### src/design/fdlm_pkg.sv
// ----------------------------------------------------------------------------
// fdlm_pkg - shared types, constants and helpers of the feedback delay mixer
// Holds the control word layout, the microprogram and the fixed-point helpers.
// ----------------------------------------------------------------------------
package fdlm_pkg;

	localparam int unsigned DEPTH_DEF = 65536;
	localparam int unsigned SW        = 16;    // sample width
	localparam int unsigned CFW       = 17;    // coefficient width, Q1.16
	localparam int unsigned CFG_IW    = 8;     // register index width
	localparam int unsigned CFG_DW    = 17;    // register data width
	localparam int unsigned STEP_W    = 3;

	localparam logic [CFW-1:0] COEF_ONE = 17'd65536;
	localparam logic [CFW-1:0] COEF_RST = 17'd32768;
	localparam int unsigned    DLY_RST  = 24000;

	// register indexes
	localparam logic [CFG_IW-1:0] REG_DELAY = 8'd0;
	localparam logic [CFG_IW-1:0] REG_FB    = 8'd1;
	localparam logic [CFG_IW-1:0] REG_GAIN  = 8'd2;
	localparam logic [CFG_IW-1:0] REG_MIX   = 8'd3;

	// step conditions
	localparam logic [1:0] COND_NONE = 2'd0;
	localparam logic [1:0] COND_IN   = 2'd1;
	localparam logic [1:0] COND_OUT  = 2'd2;

	// multiplier operand pairs
	localparam logic [1:0] MUL_MIX_X    = 2'd0;
	localparam logic [1:0] MUL_GAIN_DLY = 2'd1;
	localparam logic [1:0] MUL_COMP_SCL = 2'd2;
	localparam logic [1:0] MUL_FB_Y     = 2'd3;

	// program steps
	localparam logic [STEP_W-1:0] ST_ACCEPT = 3'd0;
	localparam logic [STEP_W-1:0] ST_MIX_X  = 3'd1;
	localparam logic [STEP_W-1:0] ST_GAIN   = 3'd2;
	localparam logic [STEP_W-1:0] ST_COMP   = 3'd3;
	localparam logic [STEP_W-1:0] ST_SUM    = 3'd4;
	localparam logic [STEP_W-1:0] ST_FB     = 3'd5;
	localparam logic [STEP_W-1:0] ST_COMMIT = 3'd6;

	typedef struct packed {
		logic [1:0] cond;
		logic       mul_en;
		logic [1:0] mul_sel;
		logic       term_ld;
		logic       y_ld;
		logic       commit;
		logic       last;
	} ctrl_t;

	// datapath strobes, already qualified by the handshakes
	typedef struct packed {
		logic       accept;
		logic       mul_en;
		logic [1:0] mul_sel;
		logic       term_ld;
		logic       y_ld;
		logic       commit;
	} op_t;

	function automatic ctrl_t fdlm_ucode(input logic [STEP_W-1:0] step);
		ctrl_t c;
		c = '0;
		case (step)
			ST_ACCEPT: begin
				c.cond = COND_IN;
			end
			ST_MIX_X: begin
				c.mul_en  = 1'b1;
				c.mul_sel = MUL_MIX_X;
			end
			ST_GAIN: begin
				c.term_ld = 1'b1;
				c.mul_en  = 1'b1;
				c.mul_sel = MUL_GAIN_DLY;
			end
			ST_COMP: begin
				c.mul_en  = 1'b1;
				c.mul_sel = MUL_COMP_SCL;
			end
			ST_SUM: begin
				c.y_ld = 1'b1;
			end
			ST_FB: begin
				c.mul_en  = 1'b1;
				c.mul_sel = MUL_FB_Y;
			end
			ST_COMMIT: begin
				c.cond   = COND_OUT;
				c.commit = 1'b1;
				c.last   = 1'b1;
			end
			default: begin
				c.last = 1'b1;
			end
		endcase
		return c;
	endfunction

	function automatic logic signed [SW-1:0] sat16(input logic signed [SW:0] v);
		logic signed [SW-1:0] r;
		if (v > 17'sd32767) begin
			r = 16'sh7FFF;
		end else if (v < -17'sd32768) begin
			r = 16'sh8000;
		end else begin
			r = v[SW-1:0];
		end
		return r;
	endfunction

	function automatic logic [CFW-1:0] clamp_coef(input logic [CFW-1:0] c);
		return (c > COEF_ONE) ? COEF_ONE : c;
	endfunction

endpackage

### src/design/fdlm_seq.sv
// ----------------------------------------------------------------------------
// fdlm_seq - microprogram sequencer
// Step counter over the control ROM; holds a step until its condition is met.
// ----------------------------------------------------------------------------
module fdlm_seq import fdlm_pkg::*; (
	input  logic clk,
	input  logic arst_n,
	input  logic in_valid,
	input  logic out_free,
	output logic in_ready,
	output op_t  op
);

	logic [STEP_W-1:0] step_q;
	ctrl_t             ctrl;
	logic              advance;

	assign ctrl = fdlm_ucode(step_q);

	always_comb begin
		case (ctrl.cond)
			COND_NONE: advance = 1'b1;
			COND_IN:   advance = in_valid;
			COND_OUT:  advance = out_free;
			default:   advance = 1'b1;
		endcase
	end

	assign in_ready   = (ctrl.cond == COND_IN);
	assign op.accept  = in_ready & in_valid;
	assign op.mul_en  = ctrl.mul_en;
	assign op.mul_sel = ctrl.mul_sel;
	assign op.term_ld = ctrl.term_ld;
	assign op.y_ld    = ctrl.y_ld;
	assign op.commit  = ctrl.commit & out_free;

	always_ff @(posedge clk or negedge arst_n) begin
		if (!arst_n) begin
			step_q <= ST_ACCEPT;
		end else if (advance) begin
			step_q <= ctrl.last ? ST_ACCEPT : step_q + 1'b1;
		end
	end

endmodule

### config.mk
export PLATFORM = sky130hd
export DESIGN_NAME = fdlm_seq
export DESIGN_NICKNAME = d
export VERILOG_FILES = /design/src/design/fdlm_pkg.sv /design/src/design/fdlm_seq.sv
export SDC_FILE = /design/constraint.sdc
export NUM_CORES = 1
export LEC_CHECK = 0
export BUFFER_PORTS_ARGS = -buffer_cell sky130_fd_sc_hd__buf_4
export CORE_AREA = 2 2 39 41
export CTS_CLUSTER_SIZE = 30
export DETAILED_ROUTE_END_ITERATION = 6
export DIE_AREA = 0 0 41 43
export HOLD_SLACK_MARGIN = 0.06
export PLACE_DENSITY = 0.43
export RECOVER_POWER = 25
export SLEW_MARGIN = 20
export SYNTH_ARGS = -nofsm -noshare
export SYNTH_HDL_FRONTEND = slang
export SYNTH_SLANG_ARGS = --single-unit
### constraint.sdc
create_clock -name clk -period 2.31 [get_ports clk]
set_clock_uncertainty 0.05 [all_clocks]
set_input_delay 0.462 -clock clk [delete_from_list [all_inputs] [get_ports clk]]
set_output_delay 0.462 -clock clk [all_outputs]
set_load 0.01 [all_outputs]
* Word level (Yosys, flattened, before mapping)
Cells that the tools add are included.
W data, S select, Z words.
** Storage, ports and cells
- Register bits :: 3
- Input bits :: 4
- Output and inout bits :: 8
- Logic and storage cells :: 21
** Cells by class
- Add/sub/neg operators :: 1
- Equality and inequality tests :: 8
- Multiplexer cells :: 7
- Bitwise operators :: 2
- Reduce and logical (&&, ||, !) cells :: 2
** Operator list (number)
- $pmux W3 S4 :: 1
- $eq A3 B3 Y1 const B :: 3
- $eq A3 B2 Y1 const B :: 2
- $reduce_or A6 Y1 :: 1
- $pmux W2 S2 :: 1
- $add A3 B1 Y3 const B :: 1
- $eq A3 B1 Y1 const B :: 1
- $logic_not A3 Y1 :: 1
- $mux W1 :: 3
- $mux W3 :: 1
- $and A1 B1 Y1 :: 2
- $eq A2 B1 Y1 const B :: 1
- $eq A2 B2 Y1 const B :: 1
- $pmux W1 S2 :: 1

* Longest topological paths before layout
Gate-level depths: netlist (run 1).
- Depth in word-level cells :: 4
- Depth in mapped cells :: 5
- Depth with buffers taken out :: 5

* Least setup slack after synthesis (run 1)
Ideal clock, no wire load.
- Path type :: register to output
- From :: reg step_q[0]
- To :: out op[6] in the netlist's numbering
- Arrival time :: 1173 ps
- Data required time :: 1798 ps
- Slack :: 625 ps
- Stages on the path, launching flop included :: 5
- Path buffers :: 0
- Cell sequence :: dfrtp_1 inv_1 ha_1 nor2b_1 and2_1
** RTL lines
- start: declaration :: RTL line fdlm_seq.sv:14 : logic [STEP_W-1:0] step_q;
- start signal: assignment :: RTL line fdlm_seq.sv:41 : step_q <= ctrl.last ? ST_ACCEPT : step_q + 1'b1;
- end: declaration :: RTL line fdlm_seq.sv:11 : output op_t op

==> flow_summary.ini, run 1 <==
[finish]
most_frequent_cells_in_the_layout = buf_4 (10), inv_1 (4), ha_1 (4)
drive_gt1_share_pct = 27.45
postLayoutCoreUtil_pct = 31.46
layout_commonest_cell = buf_4
largest-register = step_q
finalInstanceArea_um2 = 435.4
fillers = 145
final_net_count = 60
antenna_cells_inserted = 0
largestRegisters = step_q x3
area_growth_syn_to_layout_pct = 39.76
largest_register_ffs = 3

[pwr]
total_leakage_power_nw = 0.2292
clock_power_share_pct = 16.1
worst_ir_drop_vdd_uv = 440.0
switchingPower_mw = 0.2328
combinationalPowerShare_pct = 64.3
powerDensity_mw_per_mm2 = 1280
power.share.switching_pct = 41.77
share_seq_of_total_power_pct = 19.6
power_report.internal_total_mw = 0.3245

[worst_setup_path]
cpPeakStageDelay_ps = 420
critical_path_peak_fanout = 6
r2r.worst_path.cells = 5
crit_path_end_kind = primary output
crit_arrival_ps = 1480
critPathKind = reg2out
rr_startpoint = step_q[0]$_DFFE_PN0P_
rr_endpoint = step_q[2]$_DFFE_PN0P_
crit_path_cell_trace = inv_1 -> ha_1 -> nor2b_1 -> and2_1 -> buf_4
cp_data_required_time_ps = 1800
cp-start-kind = flip-flop
slowest_stage_cell_crit_path = dfrtp_1
setup.reg_to_reg.worst_slack_ps = 540

[floorplan]
io-pin-count = 12
core_region_area_mm2 = 0.001384
floorplan.die_area_mm2 = 0.001763
initial_util_pct = 22.51
die_x_um = 41
num_rows = 14
die_height_um = 43

[clock_tree]
numCtsBuffers = 3
htree_num_levels = 1
cts.repair.resized = 0
cts_sinks = 3
cts_tree = yes
cts_root_buffer = clkbuf_4
clockBufferDepth = 2
clock_insertion_delay_worst_skew_ps = 230
clkTransAtPathRegs_ps = 40

[flow_run]
cap_viol_max_count = 0

[timing]
timing.final.max_slew_violations = 0
fraction_of_the_cycle_the_final_worst_path_needs_pct = 86.24
finalSetupViolations = 0
maximum_clock_frequency_mhz = 502.0
final-hold-violation-count = 0
slew-limit-headroom_pct = 67.01
rsz0062_at_grt = no
period_minus_slack_ps = 1992
whs_ps = 517.6
worstMarginPinSlew_ps = 493.8
fin_setup_tns_ps = 0

[yosys]
netlist_area_um2 = 311.5
synth_area_per_cell_um2 = 8.654
synth_cells = 36
synth-seq-cells = 3
syn_nets = 44
synthDistinctLibCells = 23
synth.yosys.seq_area_share_pct = 24.10
yosys_warnings = 0

[global_routing]
gr-usage-all-layers_pct = 9.337
first_global_vias = 284
globalRouteOverflowTotal = 0
grt_start_max_net_pins = 11
number_of_antenna_violations_at_the_first_check_in_global_routing = 0
grt_pass1_wl_um = 1138

[hold_path]
hold_path_class = in2async

[detailed_routing]
drc = 0
drt_wl_total_um = 683
dr_total_vias = 307
drt_pre_antenna_iters = 4
detail_route.vias_per_cell = 4.582
drt-wirelength-per-cell_um = 10.19
ant_nets_after_route = 0
detail_route.iter0.violations = 5

[place]
detailed_place.area_um2 = 402.9
gpl.final_weighted_congestion = 0.7146
dp.final_hpwl_um = 518.1
port_buffers = 11

[status]
status = completed
## worst max-delay path by stage
stage / startpoint / endpoint / slack (ps) / cells after the start
floorplan: step_q[0]$_DFFE_PN0P_ / op[6] / 620 / 4
global route: step_q[0]$_DFFE_PN0P_ / op[3] / 220 / 5
global placement: step_q[0]$_DFFE_PN0P_ / step_q[2]$_DFFE_PN0P_ / 490 / 5
detailed placement: step_q[0]$_DFFE_PN0P_ / step_q[2]$_DFFE_PN0P_ / 530 / 5
finish: step_q[0]$_DFFE_PN0P_ / op[6] / 320 / 5
CTS: step_q[0]$_DFFE_PN0P_ / op[6] / 300 / 5
## layer usage
| metal | vias up | wire, um | GRT usage [%] |
|---|---|---|---|
| met5 | - | 0 | 0 |
| met4 | 0 | 0 | 8.000 |
| met3 | 0 | 50 | 0 |
| met2 | 11 | 349 | 13.44 |
| met1 | 141 | 283 | 12.22 |
| li1 | 155 | - | - |
## stage by stage
step,std cells,worst slack (ps),power (mW)
CTS,67,302.7,0.5660
floorplan,36,624.9,0.3465
finish,67,317.9,0.5573
global placement,62,489.8,0.4738
detailed placement,62,532.6,0.4668
global route,67,222.7,0.6163
## cell families (layout without fill, tap and decap cells)
kind of cell	Yosys count	count (layout)	share of synthesized area [%]
simple gates	14	14	28.52
compound gates	9	9	19.68
buf+inv	5	20	8.432
fa+ha+maj	4	4	16.06
flops	3	3	24.10
mux	1	1	3.213
## repair_timing
item	in CTS	in global routing
buffers inserted	0	0
setup endpoints to repair	0	0
hold endpoints to repair	3	0
hold buffers	1	0
## worst max-delay path, delay by kind of cell, from the launching register on
kind                       cells  cell delay, ps
and+or+nand+nor                2             320
buffers and inverters          2             240
adders and majority gates      1             270
DFF                            1             420
## power groups by stage
| stage | combinational (mW) | sequential (mW) | clock (mW) |
|---|---|---|---|
| floorplan | 0.253 | 0.0939 | 0 |
| global placement | 0.361 | 0.112 | 0 |
| detailed placement | 0.358 | 0.109 | 0 |
| CTS | 0.361 | 0.109 | 0.0967 |
| global route | 0.402 | 0.114 | 0.100 |
| finish | 0.358 | 0.109 | 0.0899 |
## layout make-up
| class | instances | area, um2 | share of cell area (%) |
|---|---|---|---|
| clock buffers | 4 | 26.28 | 6.034 |
| inverters | 4 | 15.01 | 3.448 |
| multi-input cells | 28 | 210.2 | 48.28 |
| flip-flops and latches | 3 | 75.07 | 17.24 |
| well taps | 16 | 20.02 | 4.598 |
| repair buffers | 12 | 88.84 | 20.40 |
## synth_stat cells (all sizes together)
cell type	count	share of area, %
a21oi	1	1.6
inv	4	4.8
o21bai	1	2.4
nand2b	2	4.0
a21boi	1	2.4
nor2	1	1.2
nor3b	1	2.4
or4	1	3.6
buf	1	3.6
and3	1	2.0
o41ai	1	2.8
nor2b	2	4.0
o21ai	3	4.8
dfrtp	3	24
nand2	2	2.4
or3	1	2.0
a41o	1	3.2
and2	2	4.0
and3b	1	2.8
mux2i	1	3.2
o31ai	1	2.4
ha	4	16
No activity file was read; power rests on OpenSTA's default activity.
==> inputs of run 2 (changes only) <==
- MAX_ROUTING_LAYER: default -> met4
==> run 2 against run 1 <==
  * Utilization is the same
  * Critical path depth is the same
  * Clock power is essentially flat
  * Global-route usage grew 0.23 points
  * Sequential share of layout area is the same
  * Critical endpoint unchanged
==> flow_summary.ini, run 2 (synthesis results as in run 1) <==
[timing]
finalSetupViolations = 0
fraction_of_the_cycle_the_final_worst_path_needs_pct = 86.24
period_minus_slack_ps = 1992
fin_setup_tns_ps = 0
final-hold-violation-count = 0
maximum_clock_frequency_mhz = 502.0
timing.final.max_slew_violations = 0
slew-limit-headroom_pct = 67.01
rsz0062_at_grt = no
worstMarginPinSlew_ps = 493.8

[finish]
most_frequent_cells_in_the_layout = buf_4 (10), inv_1 (4), ha_1 (4)
largest_register_ffs = 3
area_growth_syn_to_layout_pct = 39.76
layout_commonest_cell = buf_4
final_net_count = 60
antenna_cells_inserted = 0
drive_gt1_share_pct = 27.45
number_of_standard_cells_in_the_layout_taps_in_and_fillers_out = 67
largest-register = step_q
largestRegisters = step_q x3

[global_routing]
number_of_antenna_violations_at_the_first_check_in_global_routing = 0
gr-usage-all-layers_pct = 9.568
globalRouteOverflowTotal = 0
grt_pass1_wl_um = 1138
first_global_vias = 286
grt_start_max_net_pins = 11

[detailed_routing]
dr_total_vias = 308
detail_route.vias_per_cell = 4.597
drt-wirelength-per-cell_um = 10.13
drc = 0
ant_nets_after_route = 0
drt_pre_antenna_iters = 4
detail_route.iter0.violations = 5
drt_wl_total_um = 679

[worst_setup_path]
worst_path_bufs_invs = 2
critical_path_peak_fanout = 6
path_delay_family = flip-flops
crit_path_end_kind = primary output
critPathKind = reg2out
crit_path_cell_trace = inv_1 -> ha_1 -> nor2b_1 -> and2_1 -> buf_4
cp-start-kind = flip-flop
crit_arrival_ps = 1480
cpPeakStageDelay_ps = 420
setup.reg_to_reg.worst_slack_ps = 540
slowest_stage_cell_crit_path = dfrtp_1
cp_data_required_time_ps = 1800

[pwr]
total_leakage_power_nw = 0.2292
power.share.switching_pct = 41.73
powerDensity_mw_per_mm2 = 1279
total_power_mw = 0.5568
combinationalPowerShare_pct = 64.3
share_seq_of_total_power_pct = 19.6
clock_power_share_pct = 16.1
power_report.internal_total_mw = 0.3245
worst_ir_drop_vdd_uv = 440.0
switchingPower_mw = 0.2324

[place]
placed_cells_incl_taps = 62
dp.final_hpwl_um = 518.1
port_buffers = 11
gpl.final_weighted_congestion = 0.7229

[clock_tree]
numCtsBuffers = 3
cts_sinks = 3
clock_insertion_delay_worst_skew_ps = 230
cts_root_buffer = clkbuf_4
clockBufferDepth = 2
cts.repair.resized = 0
clkTransAtPathRegs_ps = 40
cts_tree = yes
htree_num_levels = 1

[floorplan]
floorplan.die_area_mm2 = 0.001763
die_x_um = 41
initial_util_pct = 22.51
die_height_um = 43
core_region_area_mm2 = 0.001384
io-pin-count = 12
num_rows = 14

[status]
status = completed

[flow_run]
cap_viol_max_count = 0

[hold_path]
hold_path_class = in2async
## run 2: cell counts in the layout (fill, tap and decap cells not counted)
No cell type changed its count.
## run 2: metrics by stage
step           hold slack [ps]  instance area (um2)  setup WS, ps  util [%]
6_report                 517.6                435.4         317.9     31.46
5_1_grt                  547.6                435.4         222.7     31.46
4_1_cts                  489.2                439.2         302.7     31.74
3_5_place_dp             201.9                402.9         532.6     29.11
3_3_place_gp             203.4                402.9         489.8     29.11
2_1_floorplan            116.4                311.5         624.9         -
## run 2: power by group through the flow
stage / registers [mW] / clock network [mW] / logic (mW)
after global routing: 0.114 / 0.100 / 0.402
after floorplan: 0.0939 / 0 / 0.253
after global placement: 0.112 / 0 / 0.361
final: 0.109 / 0.0899 / 0.358
after CTS: 0.109 / 0.0967 / 0.361
after detailed placement: 0.109 / 0 / 0.358
## run 2: what timing repair did
item                      4_1_cts  5_1_grt
hold buffers                    1        0
hold endpoints to repair        3        0
setup buffers                   0        0
## run 2: final timing paths
| kind | to | startpoint | depth (start not counted) |
|---|---|---|---|
| hold / removal | step_q[2]$_DFFE_PN0P_ | arst_n | 2 |
| setup reg to reg | step_q[2]$_DFFE_PN0P_ | step_q[0]$_DFFE_PN0P_ | 5 |
| setup / recovery | op[6] | step_q[0]$_DFFE_PN0P_ | 5 |
| max in group asynchronous | step_q[1]$_DFFE_PN0P_ | arst_n | 2 |
| min in group clk | step_q[1]$_DFFE_PN0P_ | step_q[1]$_DFFE_PN0P_ | 2 |
| hold reg to reg | step_q[1]$_DFFE_PN0P_ | step_q[1]$_DFFE_PN0P_ | 2 |
## run 2: final cells by class
class / count / area (um2)
Clock buffer: 4 / 26.28
Fill cell: 145 / 948.4
Tap cell: 16 / 20.02
Multi-Input combinational cell: 28 / 210.2
Timing Repair Buffer: 12 / 88.84
Inverter: 4 / 15.01
Sequential cell: 3 / 75.07
## run 2: worst register-to-register path: cells and delay by family (launching register included)
kind / cells / cell delay, ps
DFF: 1 / 430
buffers and inverters: 1 / 130
AOI/OAI and AO/OA: 1 / 260
and+or+nand+nor: 2 / 540
adders and majority gates: 1 / 250
## run 2: metal layers
layer | global-route usage (%) | wire length (um)
met3 | 0 | 50
met1 | 12.22 | 272
met5 | - | 0
met4 | 8.000 | 0
met2 | 13.44 | 356
==> inputs of run 3 (changes only) <==
- CELL_PAD_IN_SITES_DETAIL_PLACEMENT: default -> 1
- CELL_PAD_IN_SITES_GLOBAL_PLACEMENT: default -> 2
- CORE_AREA: 2 2 39 41 -> default
- CORE_MARGIN: default -> 2
- CORE_UTILIZATION: default -> 24
- DIE_AREA: 0 0 41 43 -> default
- PLACE_DENSITY: 0.43 -> 0.7
- TNS_END_PERCENT: default -> 5
==> run 3 against run 2 <==
  * Utilization is 6.0 points higher
  * Flip-flop and latch count stayed put
  * Via count is 0.32% lower
  * Sequential power hardly changed
  * Non-clock buffer count stayed put
  * Final area is 0.57% lower
  * Highest routed layer is now met4
==> flow_summary.ini, run 3 (synthesis results as in run 1) <==
[status]
status = completed

[detailed_routing]
wire_length_on_met2_um = 426
drc = 0
met1Wirelength_um = 335
top_signal_layer_used = met4
drt_pre_antenna_iters = 2
detail_route.vias_per_cell = 4.723
dr_total_vias = 307
ant_nets_after_route = 0
met3WireLength_um = 40
drt_wl_total_um = 822
drt-wirelength-per-cell_um = 12.65
detail_route.iter0.violations = 1

[place]
gpl.final_weighted_congestion = 0.7655
detailed_place.area_um2 = 400.4
dp.final_hpwl_um = 674.5
port_buffers = 11

[timing]
period_minus_slack_ps = 2023
fraction_of_the_cycle_the_final_worst_path_needs_pct = 87.59
final-hold-violation-count = 0
rsz0062_at_grt = no
maximum_clock_frequency_mhz = 494.2
slew-limit-headroom_pct = 62.51
fin_setup_tns_ps = 0
timing.final.max_slew_violations = 0
finalSetupViolations = 0
worstMarginPinSlew_ps = 561.1

[clock_tree]
numCtsBuffers = 3
cts.repair.resized = 0
htree_num_levels = 1
cts_sinks = 3
clkTransAtPathRegs_ps = 40
clockBufferDepth = 2
clock_insertion_delay_worst_skew_ps = 230
cts_root_buffer = clkbuf_4
post_cts.repair.setup_buffers = 0
cts_tree = yes
cts-hold-fix-buffers = 1

[finish]
fillers = 143
largest_register_ffs = 3
area_growth_syn_to_layout_pct = 38.96
drive_gt1_share_pct = 27.45
antenna_cells_inserted = 0
final_net_count = 60
finalInstanceArea_um2 = 432.9
largestRegisters = step_q x3
layout_commonest_cell = buf_4
most_frequent_cells_in_the_layout = buf_4 (10), inv_1 (4), ha_1 (4)
largest-register = step_q

[hold_path]
hold_path_class = in2async

[floorplan]
die_x_um = 40.03
core_region_area_mm2 = 0.001156
io-pin-count = 12
initial_util_pct = 26.95
floorplan.die_area_mm2 = 0.001602
num_rows = 12
die_height_um = 40.03

[worst_setup_path]
r2r.worst_path.cells = 5
slowest_stage_cell_crit_path = dfrtp_1
crit_arrival_ps = 1510
cp_data_required_time_ps = 1800
crit_path_end_kind = primary output
rr_endpoint = step_q[2]$_DFFE_PN0P_
cp-start-kind = flip-flop
cpPeakStageDelay_ps = 430
rr_startpoint = step_q[0]$_DFFE_PN0P_
critical_path_peak_fanout = 6
critPathKind = reg2out
setup.reg_to_reg.worst_slack_ps = 490
crit_path_cell_trace = inv_1 -> ha_1 -> nor2b_1 -> and2_1 -> buf_4

[pwr]
total_leakage_power_nw = 0.2292
powerDensity_mw_per_mm2 = 1315
worst_ir_drop_vdd_uv = 434.7

[global_routing]
grt_pass1_wl_um = 1373
grt_start_max_net_pins = 11
number_of_antenna_violations_at_the_first_check_in_global_routing = 0
globalRouteOverflowTotal = 0
first_global_vias = 327
gr-usage-all-layers_pct = 14.22

[flow_run]
cap_viol_max_count = 0
run 3: cell counts in the layout (fill, tap and decap cells not counted):
Identical to the previous run, type by type.
run 3: critical path, delay by kind of cell, from the launching register on:
family / cells / cell delay [ps]
adder cells (fa/ha/maj): 1 / 250
AND/OR/NAND/NOR: 2 / 360
buffers and inverters: 2 / 240
flip-flops: 1 / 430
run 3: worst max path at each step:
| stage | from | slack [ps] | endpoint | depth (start not counted) |
|---|---|---|---|---|
| 2_1_floorplan | step_q[0]$_DFFE_PN0P_ | 620 | op[6] | 4 |
| 3_3_place_gp | step_q[0]$_DFFE_PN0P_ | 580 | step_q[1]$_DFFE_PN0P_ | 5 |
| 3_5_place_dp | step_q[0]$_DFFE_PN0P_ | 410 | step_q[2]$_DFFE_PN0P_ | 5 |
| 4_1_cts | step_q[0]$_DFFE_PN0P_ | 270 | op[6] | 5 |
| 5_1_grt | step_q[0]$_DFFE_PN0P_ | 160 | op[6] | 5 |
| 6_report | step_q[0]$_DFFE_PN0P_ | 290 | op[6] | 5 |
run 3: final cells by class:
cell class                 count  area [um2]  area share, %
multi-input combinational     28       210.2          48.56
timing repair buffer          12       88.84          20.52
sequential                     3       75.07          17.34
clock buffer                   4       26.28          6.069
tap                           14       17.52          4.046
inverter                       4       15.01          3.468
run 3: where the power goes:
group | internal, mW | switching, mW
Clock | 0.0648 | 0.0280
Combinational | 0.185 | 0.184
Sequential | 0.0759 | 0.0322
Total | 0.326 | 0.244
run 3: metal layers:
layer,up-vias,track usage (%)
li1,157,-
met1,138,11.33
met2,10,27.42
met3,2,3.333
met4,0,10.34
met5,-,-
run 3: stage by stage:
stage / setup WS [ps] / power [mW] / utilization (%) / instances / hold WS (ps)
finish: 286.7 / 0.5693 / 37.45 / 65 / 519.8
global route: 161.5 / 0.6334 / 37.45 / 65 / 517.3
CTS: 265.9 / 0.5838 / 37.77 / 65 / 490.8
detailed placement: 412.8 / 0.4861 / 34.63 / 60 / 202.7
global placement: 579.1 / 0.4692 / 34.63 / 60 / 201.9
floorplan: 624.9 / 0.3465 / - / 36 / 116.4
